[src/wsd_pkg.sv]
`timescale 1ns / 1ps
// ----------------------------------------------------------------------------
// wsd_pkg: shared types and constants
// Widths, fixed-point constants, register indexes, controller states and the
// command bundle between the controller and the datapath.
// ----------------------------------------------------------------------------
package wsd_pkg;

  // Fixed-point format: unsigned Q1.FracBits, OneQ means 1.0
  localparam int unsigned FracBits   = 15;
  localparam int unsigned ScoreW     = 16;
  localparam int unsigned LevelW     = 16;
  localparam int unsigned WeightW    = 16;
  localparam int unsigned RecipW     = 32;
  localparam int unsigned RecipShift = 16;
  localparam int unsigned CountW     = 16;
  localparam int unsigned CountOutW  = 16;
  localparam int unsigned CfgIdxW    = 3;
  localparam int unsigned CfgDataW   = 32;

  // Shared multiplier: WeightW x RecipW unsigned
  localparam int unsigned ProdW      = WeightW + RecipW;
  // Weighted sum of two WeightW x ScoreW products, with no bit of growth
  localparam int unsigned AccW       = WeightW + ScoreW;

  localparam logic [ScoreW-1:0] OneQ     = ScoreW'(1 << FracBits);
  localparam logic [CountW-1:0] CountMax = '1;

  typedef enum logic [CfgIdxW-1:0] {
    CFG_ACCEL_RECIP  = 3'd0,
    CFG_GLASS_WEIGHT = 3'd1,
    CFG_ACCEL_WEIGHT = 3'd2,
    CFG_ACT_THR      = 3'd3,
    CFG_REL_THR      = 3'd4,
    CFG_DEB_LEN      = 3'd5
  } cfg_idx_e;

  typedef struct packed {
    logic [RecipW-1:0]  accel_recip;
    logic [WeightW-1:0] glass_weight;
    logic [WeightW-1:0] accel_weight;
    logic [ScoreW-1:0]  act_thr;
    logic [ScoreW-1:0]  rel_thr;
    logic [15:0]        deb_len;
  } cfg_t;

  typedef enum logic [1:0] {
    ST_IDLE,
    ST_GLASS,
    ST_ACCEL,
    ST_FIN
  } state_e;

  // Controller to datapath commands, at most one active per cycle
  typedef struct packed {
    logic load;       // capture item, normalize accel on the multiplier
    logic mul_glass;  // glass weight x clamped glass level into accumulator
    logic mul_accel;  // accel weight x normalized accel added to accumulator
    logic commit;     // clamp score, update debounce state and result
  } cmd_t;

endpackage

[src/wsd_cfg_regs.sv]
`timescale 1ns / 1ps
// ----------------------------------------------------------------------------
// wsd_cfg_regs: configuration register bank
// Six registers written by index; unknown indexes are dropped.
// ----------------------------------------------------------------------------
module wsd_cfg_regs (
  input  logic                           clk_i,
  input  logic                           rst_ni,
  input  logic                           cfg_valid_i,
  input  logic [wsd_pkg::CfgIdxW-1:0]    cfg_index_i,
  input  logic [wsd_pkg::CfgDataW-1:0]   cfg_data_i,
  output wsd_pkg::cfg_t                  cfg_o
);

  wsd_pkg::cfg_t cfg_d, cfg_q;

  always_comb begin
    cfg_d = cfg_q;
    if (cfg_valid_i) begin
      unique case (wsd_pkg::cfg_idx_e'(cfg_index_i))
        wsd_pkg::CFG_ACCEL_RECIP:  cfg_d.accel_recip  = cfg_data_i[wsd_pkg::RecipW-1:0];
        wsd_pkg::CFG_GLASS_WEIGHT: cfg_d.glass_weight = cfg_data_i[wsd_pkg::WeightW-1:0];
        wsd_pkg::CFG_ACCEL_WEIGHT: cfg_d.accel_weight = cfg_data_i[wsd_pkg::WeightW-1:0];
        wsd_pkg::CFG_ACT_THR:      cfg_d.act_thr      = cfg_data_i[wsd_pkg::ScoreW-1:0];
        wsd_pkg::CFG_REL_THR:      cfg_d.rel_thr      = cfg_data_i[wsd_pkg::ScoreW-1:0];
        wsd_pkg::CFG_DEB_LEN:      cfg_d.deb_len      = cfg_data_i[15:0];
        default: ;  // drop writes beyond the list
      endcase
    end
  end

  always_ff @(posedge clk_i or negedge rst_ni) begin
    if (!rst_ni) begin
      cfg_q.accel_recip  <= '0;
      cfg_q.glass_weight <= '0;
      cfg_q.accel_weight <= '0;
      cfg_q.act_thr      <= wsd_pkg::OneQ;
      cfg_q.rel_thr      <= '0;
      cfg_q.deb_len      <= 16'd200;
    end else begin
      cfg_q <= cfg_d;
    end
  end

  assign cfg_o = cfg_q;

endmodule

[src/wsd_ctrl.sv]
`timescale 1ns / 1ps
// ----------------------------------------------------------------------------
// wsd_ctrl: sequencing controller
// Steps one item through the shared multiplier and owns the result valid flag.
// ----------------------------------------------------------------------------
module wsd_ctrl (
  input  logic          clk_i,
  input  logic          rst_ni,
  input  logic          in_valid_i,
  output logic          in_ready_o,
  input  logic          out_ready_i,
  output logic          out_valid_o,
  output wsd_pkg::cmd_t cmd_o
);

  wsd_pkg::state_e state_d, state_q;
  logic            out_valid_d, out_valid_q;
  logic            out_free;

  assign out_free = !out_valid_q || out_ready_i;

  always_comb begin
    state_d    = state_q;
    cmd_o      = '0;
    in_ready_o = 1'b0;
    unique case (state_q)
      wsd_pkg::ST_IDLE: begin
        in_ready_o = 1'b1;
        if (in_valid_i) begin
          cmd_o.load = 1'b1;
          state_d    = wsd_pkg::ST_GLASS;
        end
      end
      wsd_pkg::ST_GLASS: begin
        cmd_o.mul_glass = 1'b1;
        state_d         = wsd_pkg::ST_ACCEL;
      end
      wsd_pkg::ST_ACCEL: begin
        cmd_o.mul_accel = 1'b1;
        state_d         = wsd_pkg::ST_FIN;
      end
      wsd_pkg::ST_FIN: begin
        // hold until the result slot is free
        if (out_free) begin
          cmd_o.commit = 1'b1;
          state_d      = wsd_pkg::ST_IDLE;
        end
      end
      default: state_d = wsd_pkg::ST_IDLE;
    endcase
  end

  always_comb begin
    priority if (cmd_o.commit) begin
      out_valid_d = 1'b1;
    end else if (out_ready_i) begin
      out_valid_d = 1'b0;
    end else begin
      out_valid_d = out_valid_q;
    end
  end

  always_ff @(posedge clk_i or negedge rst_ni) begin
    if (!rst_ni) begin
      state_q     <= wsd_pkg::ST_IDLE;
      out_valid_q <= 1'b0;
    end else begin
      state_q     <= state_d;
      out_valid_q <= out_valid_d;
    end
  end

  assign out_valid_o = out_valid_q;

endmodule

[src/wsd_datapath.sv]
`timescale 1ns / 1ps
// ----------------------------------------------------------------------------
// wsd_datapath: fusion arithmetic and debounce state
// One shared multiplier, accumulator, clamps and the hysteresis counter.
// ----------------------------------------------------------------------------
module wsd_datapath (
  input  logic                              clk_i,
  input  logic                              rst_ni,
  input  wsd_pkg::cmd_t                     cmd_i,
  input  wsd_pkg::cfg_t                     cfg_i,
  input  logic signed [wsd_pkg::LevelW-1:0] accel_level_i,
  input  logic signed [wsd_pkg::LevelW-1:0] glass_level_i,
  output logic [wsd_pkg::ScoreW-1:0]        score_o,
  output logic                              detected_o,
  output logic [wsd_pkg::CountOutW-1:0]     count_o
);

  // operand selection for the shared multiplier
  logic [wsd_pkg::WeightW-1:0] mul_a;
  logic [wsd_pkg::RecipW-1:0]  mul_b;
  logic [wsd_pkg::ProdW-1:0]   prod;
  logic [wsd_pkg::RecipW-1:0]  norm_raw;

  logic [wsd_pkg::ScoreW-1:0]  norm_d, norm_q;
  logic [wsd_pkg::LevelW-2:0]  glass_d, glass_q;
  logic [wsd_pkg::AccW-1:0]    acc_d, acc_q;

  logic [wsd_pkg::AccW-wsd_pkg::FracBits-1:0] score_raw;
  logic [wsd_pkg::ScoreW-1:0]  score_cl;
  logic [wsd_pkg::CountW-1:0]  cnt_inc;

  logic                        active_d, active_q;
  logic [wsd_pkg::CountW-1:0]  cnt_d, cnt_q;
  logic [wsd_pkg::ScoreW-1:0]  last_score_d, last_score_q;

  always_comb begin
    priority if (cmd_i.load) begin
      mul_a = accel_level_i[wsd_pkg::LevelW-1] ? '0 : wsd_pkg::WeightW'(accel_level_i);
      mul_b = cfg_i.accel_recip;
    end else if (cmd_i.mul_glass) begin
      mul_a = cfg_i.glass_weight;
      mul_b = wsd_pkg::RecipW'(glass_q);
    end else begin
      mul_a = cfg_i.accel_weight;
      mul_b = wsd_pkg::RecipW'(norm_q);
    end
  end

  assign prod     = wsd_pkg::ProdW'(mul_a) * wsd_pkg::ProdW'(mul_b);
  assign norm_raw = prod[wsd_pkg::ProdW-1:wsd_pkg::RecipShift];

  always_comb begin
    norm_d  = norm_q;
    glass_d = glass_q;
    acc_d   = acc_q;
    if (cmd_i.load) begin
      norm_d  = (norm_raw > wsd_pkg::RecipW'(wsd_pkg::OneQ)) ? wsd_pkg::OneQ
                                                             : norm_raw[wsd_pkg::ScoreW-1:0];
      // negative glass clamps to zero; positive levels stay below 1.0
      glass_d = glass_level_i[wsd_pkg::LevelW-1] ? '0 : glass_level_i[wsd_pkg::LevelW-2:0];
    end
    if (cmd_i.mul_glass) begin
      acc_d = prod[wsd_pkg::AccW-1:0];
    end
    if (cmd_i.mul_accel) begin
      acc_d = acc_q + prod[wsd_pkg::AccW-1:0];
    end
  end

  always_ff @(posedge clk_i) begin
    norm_q  <= norm_d;
    glass_q <= glass_d;
    acc_q   <= acc_d;
  end

  // score clamp and debounce / hysteresis update
  assign score_raw = acc_q[wsd_pkg::AccW-1:wsd_pkg::FracBits];
  assign score_cl  = (score_raw > (wsd_pkg::AccW-wsd_pkg::FracBits)'(wsd_pkg::OneQ))
                   ? wsd_pkg::OneQ : score_raw[wsd_pkg::ScoreW-1:0];
  assign cnt_inc   = (cnt_q != wsd_pkg::CountMax) ? cnt_q + 1'b1 : cnt_q;

  always_comb begin
    active_d     = active_q;
    cnt_d        = cnt_q;
    last_score_d = last_score_q;
    if (cmd_i.commit) begin
      last_score_d = score_cl;
      if (!active_q) begin
        if (score_cl >= cfg_i.act_thr) begin
          cnt_d = cnt_inc;
          if (cnt_inc >= cfg_i.deb_len) begin
            active_d = 1'b1;
            cnt_d    = wsd_pkg::CountW'(cfg_i.deb_len);
          end
        end else begin
          cnt_d = '0;
        end
      end else if (score_cl < cfg_i.rel_thr) begin
        active_d = 1'b0;
        cnt_d    = '0;
      end
    end
  end

  always_ff @(posedge clk_i or negedge rst_ni) begin
    if (!rst_ni) begin
      active_q     <= 1'b0;
      cnt_q        <= '0;
      last_score_q <= '0;
    end else begin
      active_q     <= active_d;
      cnt_q        <= cnt_d;
      last_score_q <= last_score_d;
    end
  end

  // state changes only at commit, so it doubles as the result register
  assign score_o    = last_score_q;
  assign detected_o = active_q;
  assign count_o    = wsd_pkg::CountOutW'(cnt_q);

endmodule

[src/weighted_score_debounce_detector_core.sv]
`timescale 1ns / 1ps
// ----------------------------------------------------------------------------
// weighted_score_debounce_detector_core: two-sensor fusion with debounce
// Fuses an acceleration peak and a glass-break level into a Q1.15 score and
// runs a debounced detector with hysteresis on it; one result word per item.
// ----------------------------------------------------------------------------
// Each input word passes IDLE, GLASS, ACCEL and FIN from acceptance to the
// commit of its result: one 16x32 multiplier is shared by the three products
// (acceleration times reciprocal, glass weight times glass level, acceleration
// weight times normalized acceleration), one product per cycle, followed by a
// commit step that clamps the score and updates the debounce counter. A new
// input word can be taken in the cycle after the previous result commits, so
// the block works on one word at a time. The result sits in an output
// register; the next input word is accepted while it waits, and the commit of
// that next word waits only if the previous result has not yet been taken.
// Configuration writes are accepted in any cycle (cfg_ready_o is tied high)
// and must be issued only while no item is in flight. Levels are signed with
// negatives clamped to 0; weights, thresholds: unsigned Q1.15, 32768 is 1.0.
module weighted_score_debounce_detector_core (
  input  logic        clk_i,
  input  logic        rst_ni,

  // input words
  input  logic        s_axis_tvalid,
  output logic        s_axis_tready,
  input  logic [31:0] s_axis_tdata,   // [15:0] accel_level, [31:16] glass_level

  // result words
  output logic        m_axis_tvalid,
  input  logic        m_axis_tready,
  output logic [31:0] m_axis_tdata,   // [15:0] fused_score, [31:16] qualify_count
  output logic        m_axis_tuser,   // [0] detected

  // configuration writes
  input  logic        cfg_valid_i,
  output logic        cfg_ready_o,
  input  logic [wsd_pkg::CfgIdxW-1:0]  cfg_index_i,
  input  logic [wsd_pkg::CfgDataW-1:0] cfg_data_i
);

  wsd_pkg::cfg_t cfg;
  wsd_pkg::cmd_t cmd;

  logic [wsd_pkg::ScoreW-1:0]    fused_score;
  logic [wsd_pkg::CountOutW-1:0] qualify_count;
  logic                          detected;

  // register bank; always ready
  assign cfg_ready_o = 1'b1;

  wsd_cfg_regs u_cfg_regs (
    .clk_i       (clk_i),
    .rst_ni      (rst_ni),
    .cfg_valid_i (cfg_valid_i),
    .cfg_index_i (cfg_index_i),
    .cfg_data_i  (cfg_data_i),
    .cfg_o       (cfg)
  );

  // sequence load, two weighted products and commit
  wsd_ctrl u_ctrl (
    .clk_i       (clk_i),
    .rst_ni      (rst_ni),
    .in_valid_i  (s_axis_tvalid),
    .in_ready_o  (s_axis_tready),
    .out_ready_i (m_axis_tready),
    .out_valid_o (m_axis_tvalid),
    .cmd_o       (cmd)
  );

  // unpack input fields straight into the datapath; they are used only in
  // the acceptance cycle
  wsd_datapath u_datapath (
    .clk_i         (clk_i),
    .rst_ni        (rst_ni),
    .cmd_i         (cmd),
    .cfg_i         (cfg),
    .accel_level_i (s_axis_tdata[15:0]),
    .glass_level_i (s_axis_tdata[31:16]),
    .score_o       (fused_score),
    .detected_o    (detected),
    .count_o       (qualify_count)
  );

  assign m_axis_tdata = {qualify_count, fused_score};
  assign m_axis_tuser = detected;

  // --------------------------------------------------------------------------
  // Assertions
  // --------------------------------------------------------------------------

  // the block works on one item at a time: drop ready after an acceptance
  a_busy_after_accept: assert property (
    @(posedge clk_i) disable iff (!rst_ni)
    (s_axis_tvalid && s_axis_tready) |=> !s_axis_tready
  ) else $error("input ready right after an accepted word");

  // score clamp: never above 1.0
  a_score_clamped: assert property (
    @(posedge clk_i) disable iff (!rst_ni)
    m_axis_tvalid |-> (m_axis_tdata[15:0] <= wsd_pkg::OneQ)
  ) else $error("fused score above 1.0");

  // detection state moves only with a committed result
  a_detect_with_result: assert property (
    @(posedge clk_i) disable iff (!rst_ni)
    !$stable(m_axis_tuser) |-> m_axis_tvalid
  ) else $error("detected changed without a result word");

  // a result word must not rise before the commit of the accepted word
  a_result_latency: assert property (
    @(posedge clk_i) disable iff (!rst_ni)
    (s_axis_tvalid && s_axis_tready) |=> ##2 !$rose(m_axis_tvalid)
  ) else $error("result committed too early");

endmodule

[config.mk]
export PLATFORM = sky130hd
export DESIGN_NAME = weighted_score_debounce_detector_core
export DESIGN_NICKNAME = d
export VERILOG_FILES = /design/src/wsd_pkg.sv /design/src/wsd_cfg_regs.sv /design/src/wsd_ctrl.sv /design/src/wsd_datapath.sv /design/src/weighted_score_debounce_detector_core.sv
export SDC_FILE = /design/constraint.sdc
export NUM_CORES = 2
export LEC_CHECK = 0
export CORE_UTILIZATION = 55
export CTS_BUF_LIST = sky130_fd_sc_hd__clkbuf_4
export DETAILED_ROUTE_END_ITERATION = 16
export DONT_BUFFER_PORTS = 1
export PLACE_DENSITY = 0.81
export SYNTH_ARGS = -nofsm -noshare
export SYNTH_HDL_FRONTEND = slang
export SYNTH_SLANG_ARGS = --single-unit
export TNS_END_PERCENT = 50
[constraint.sdc]
create_clock -name clk_i -period 11.05 [get_ports clk_i]
set_input_delay 0.5525 -clock clk_i [delete_from_list [all_inputs] [get_ports clk_i]]
set_output_delay 0.5525 -clock clk_i [all_outputs]
set_load 0.03 [all_outputs]
==> results by group <==
Outcome
  • Status: finished clean

Placed design
  • RePlAce Congestion: 0.997
  • DP HPWL: 61.3 mm
  • Input/output buffers: 0

Clock network
  • Clock Tree Buf Depth: 3
  • CTS tree: done
  • CTS root buf: clkbuf_4
  • # clock sinks: 211
  • Num CTS Buffers: between 50 and 60
  • CTS resizes: 0
  • CTS H-Tree Depth: 2
  • Clk slew on worst S/H paths: ~70 ps
  • Worst-Skew Late Latency: about 850 ps

Die
  • Die extent in x: around 230 µm
  • Area of the core: ~50000 µm²
  • I/O pin total: 108
  • Initial Utilization: a little under three fifths
  • Die area: between 50000 and 60000 µm²
  • FP Rows: 82
  • Die Height: 228 µm

Critical path
  • WP data required: between 10000 and 15000 ps
  • CP Launch Type: flip-flop
  • Worst Path Arrival: approximately 11000 ps
  • Worst Setup Path Type: flip-flop to flip-flop
  • Crit. End Element: flip-flop
  • CP max FO: 33
  • Critical path's largest stage delay: roughly 600 ps
  • CP max-delay cell: and2_1

Synthesis
  • Post-synth top flop: dfrtp_1
  • Total number of yosys warnings: 0
  • Synth Register Bits: between 200 and 250
  • Post-Syn Instances: around 3000
  • Top cells by count, synth: inv_1 (508), fa_1 (419), nand2_1 (419)
  • Avg Inst Size Synth: approximately 9.4 µm²
  • Sequential area share after synthesis: 19.9%
  • Post-synth EDFFs: 63
  • Yosys top cell by area: fa_1
  • Area contributors post-synth: fa_1 (30%), dfrtp_1 (13%), ha_1 (9.2%)
  • Most common cell in the synthesized netlist: inv_1
  • Yosys cell types: between 70 and 80
  • FFs w/ async S/R, synth: between 70 and 80%
  • Mapped cell area: between 20000 and 30000 µm²
  • Share of the synthesized area in the top cell type: ~30%

STA
  • Period utilization: 96.1%
  • Worst-margin pin slew: 1210 ps
  • Fin. Hold Viols: 0
  • Worst relative slew slack: roughly a fifth
  • Post-route setup TNS: 0 ps
  • Final setup fails: 0
  • Max Freq: around 94 MHz
  • Clock skew: 99.5 ps
  • RSZ-0062 raised after global routing: false
  • Final Critical Period: between 10000 and 15000 ps
  • Final-report max-slew violation count: 0

Layout
  • Area delta synth->final: 7.13%
  • Final Core Density: around three fifths
  • Final net count: about 3700
  • Share of cells above drive strength 1: about a tenth

Detailed routing
  • Drt first-iter violations: 1952
  • Detailed-route via count: roughly 22000
  • Antenna Nets Post-Route: 0
  • Routed WL: approximately 77 mm
  • Drt drc: 0
  • Pre-antenna DRT Iters: 7
  • Routed wire length per instance: 20.5 µm
  • Via density: 5.80

Worst hold path
  • Hold Crit Class: primary input to flip-flop

Global route
  • Vias in the first global route: ~23000
  • Initial antenna violation count: 3
  • Largest net degree at the start of global routing: ~150
  • First-pass GRT wire length: 124 mm
  • GRT Util Overall: between 30 and 40%
  • Remaining Overflow, GRT: 0

Flow run
  • Max_cap viols: 0
==> cell usage in the layout, fill, tap and decap left out, drive strengths merged, types with 6 or more instances in the layout <==
cell type	netlist	final
clkbuf	106	82
a31oi	12	12
or3	7	7
a211o	6	6
xnor2	52	52
nor2	186	186
nor2b	22	22
nor3b	9	9
o21a	9	9
edfxtp	63	63
conb	2	17
xor2	23	23
nand2	419	419
nor4	8	8
or2	7	7
dlygate4sd3	0	42
ha	206	206
nand2b	15	15
o21ai	83	83
dfrtp	144	144
o31ai	22	22
o21bai	14	14
a21oi	128	128
mux2i	41	41
fa	419	419
buf	24	54
o211ai	6	6
clkinv	0	16
nand4	31	31
nand3	26	26
mux2	134	134
a21o	68	68
and3	77	77
and2	46	46
nor3	27	27
inv	508	510
==> kinds of logic after synthesis <==
group	after synthesis	share of synthesized area [%]
buffers and inverters	638	8.64
other	2	0.0267
multiplexers	175	6.83
XOR/XNOR	75	2.33
adder cells (fa/ha/maj)	625	38.9
flip-flops	211	19.9
AND/OR/NAND/NOR	891	14.5
AO/OA/AOI/OAI	387	8.79
==> final cells by class <==
| type | instances | area, µm² |
|---|---|---|
| multi-input combinational | 2170 | 20200 |
| fill | 4152 | 20200 |
| sequential | 211 | 5600 |
| inverter | 508 | 1910 |
| timing repair buffer | 96 | 846 |
| tap | 672 | 841 |
| clock buffer | 82 | 616 |
| clock inverter | 19 | 125 |
| antenna | 5 | 12.5 |
==> routing by layer <==
layer | part of all wire (%) | global-route usage (%)
met1 | 39 | 39.7
met3 | 8.9 | 5.61
met5 | 0.017 | 0
met2 | 46 | 49.0
met4 | 5.4 | 14.9
==> what timing repair did <==
item	4_1_cts	5_1_grt
hold buffers	43	0
setup buffers	0	0
hold endpoints to repair	276	0
==> per-stage QoR <==
step	worst slack [ps]	instance area, µm²	instances	hold WS, ps
after CTS	654	30200	3758	5.14
after global routing	23.1	30200	3762	-25.9
final	435	30200	3763	34.0
after floorplan	1430	28200	3019	257
after global placement	642	29000	3614	262
after detailed placement	668	29000	3614	262
==> critical path, delay by kind of cell (launching register included) <==
kind	cells	cell delay, ps
muxes	1	250
adders and majority gates	9	4120
AOI/OAI and AO/OA	10	2130
and+or+nand+nor	6	1990
DFF	1	400
xor gates and xnor gates	2	630
buffers and inverters	7	820
==> sequential cells by signal, summed over array words and instances, names as in the netlist <==
signal	count
u_cfg_regs.cfg_o	112
u_ctrl.out_valid_o	1
u_ctrl.state_q	2
u_datapath.acc_q	32
u_datapath.count_o	16
u_datapath.detected_o	1
u_datapath.glass_q	15
u_datapath.norm_q	16
u_datapath.score_o	16
==> worst paths after layout <==
kind / to / start / slack (ps) / depth (start not counted)
max in group asynchronous: u_cfg_regs.cfg_o[96]$_DFFE_PN0P_ / rst_ni / 9940 / 2
min in group asynchronous: u_cfg_regs.cfg_o[40]$_DFFE_PN0P_ / rst_ni / 360 / 2
worst max-delay path: u_datapath.acc_q[30]$_DFFE_PP_ / u_ctrl.state_q[0]$_DFFE_PN0P_ / 440 / 35
worst min register to register: u_cfg_regs.cfg_o[57]$_DFFE_PN0P_ / u_cfg_regs.cfg_o[57]$_DFFE_PN0P_ / 500 / 1
worst min-delay path: u_datapath.glass_q[14]$_SDFFCE_PP0P_ / s_axis_tdata[30] / 30 / 1
worst max register to register: u_datapath.acc_q[30]$_DFFE_PP_ / u_ctrl.state_q[0]$_DFFE_PN0P_ / 440 / 35
Power is left out: the tool's default activity adds up to more than one toggle a clock period on the data nets, which glitch-free logic cannot reach.
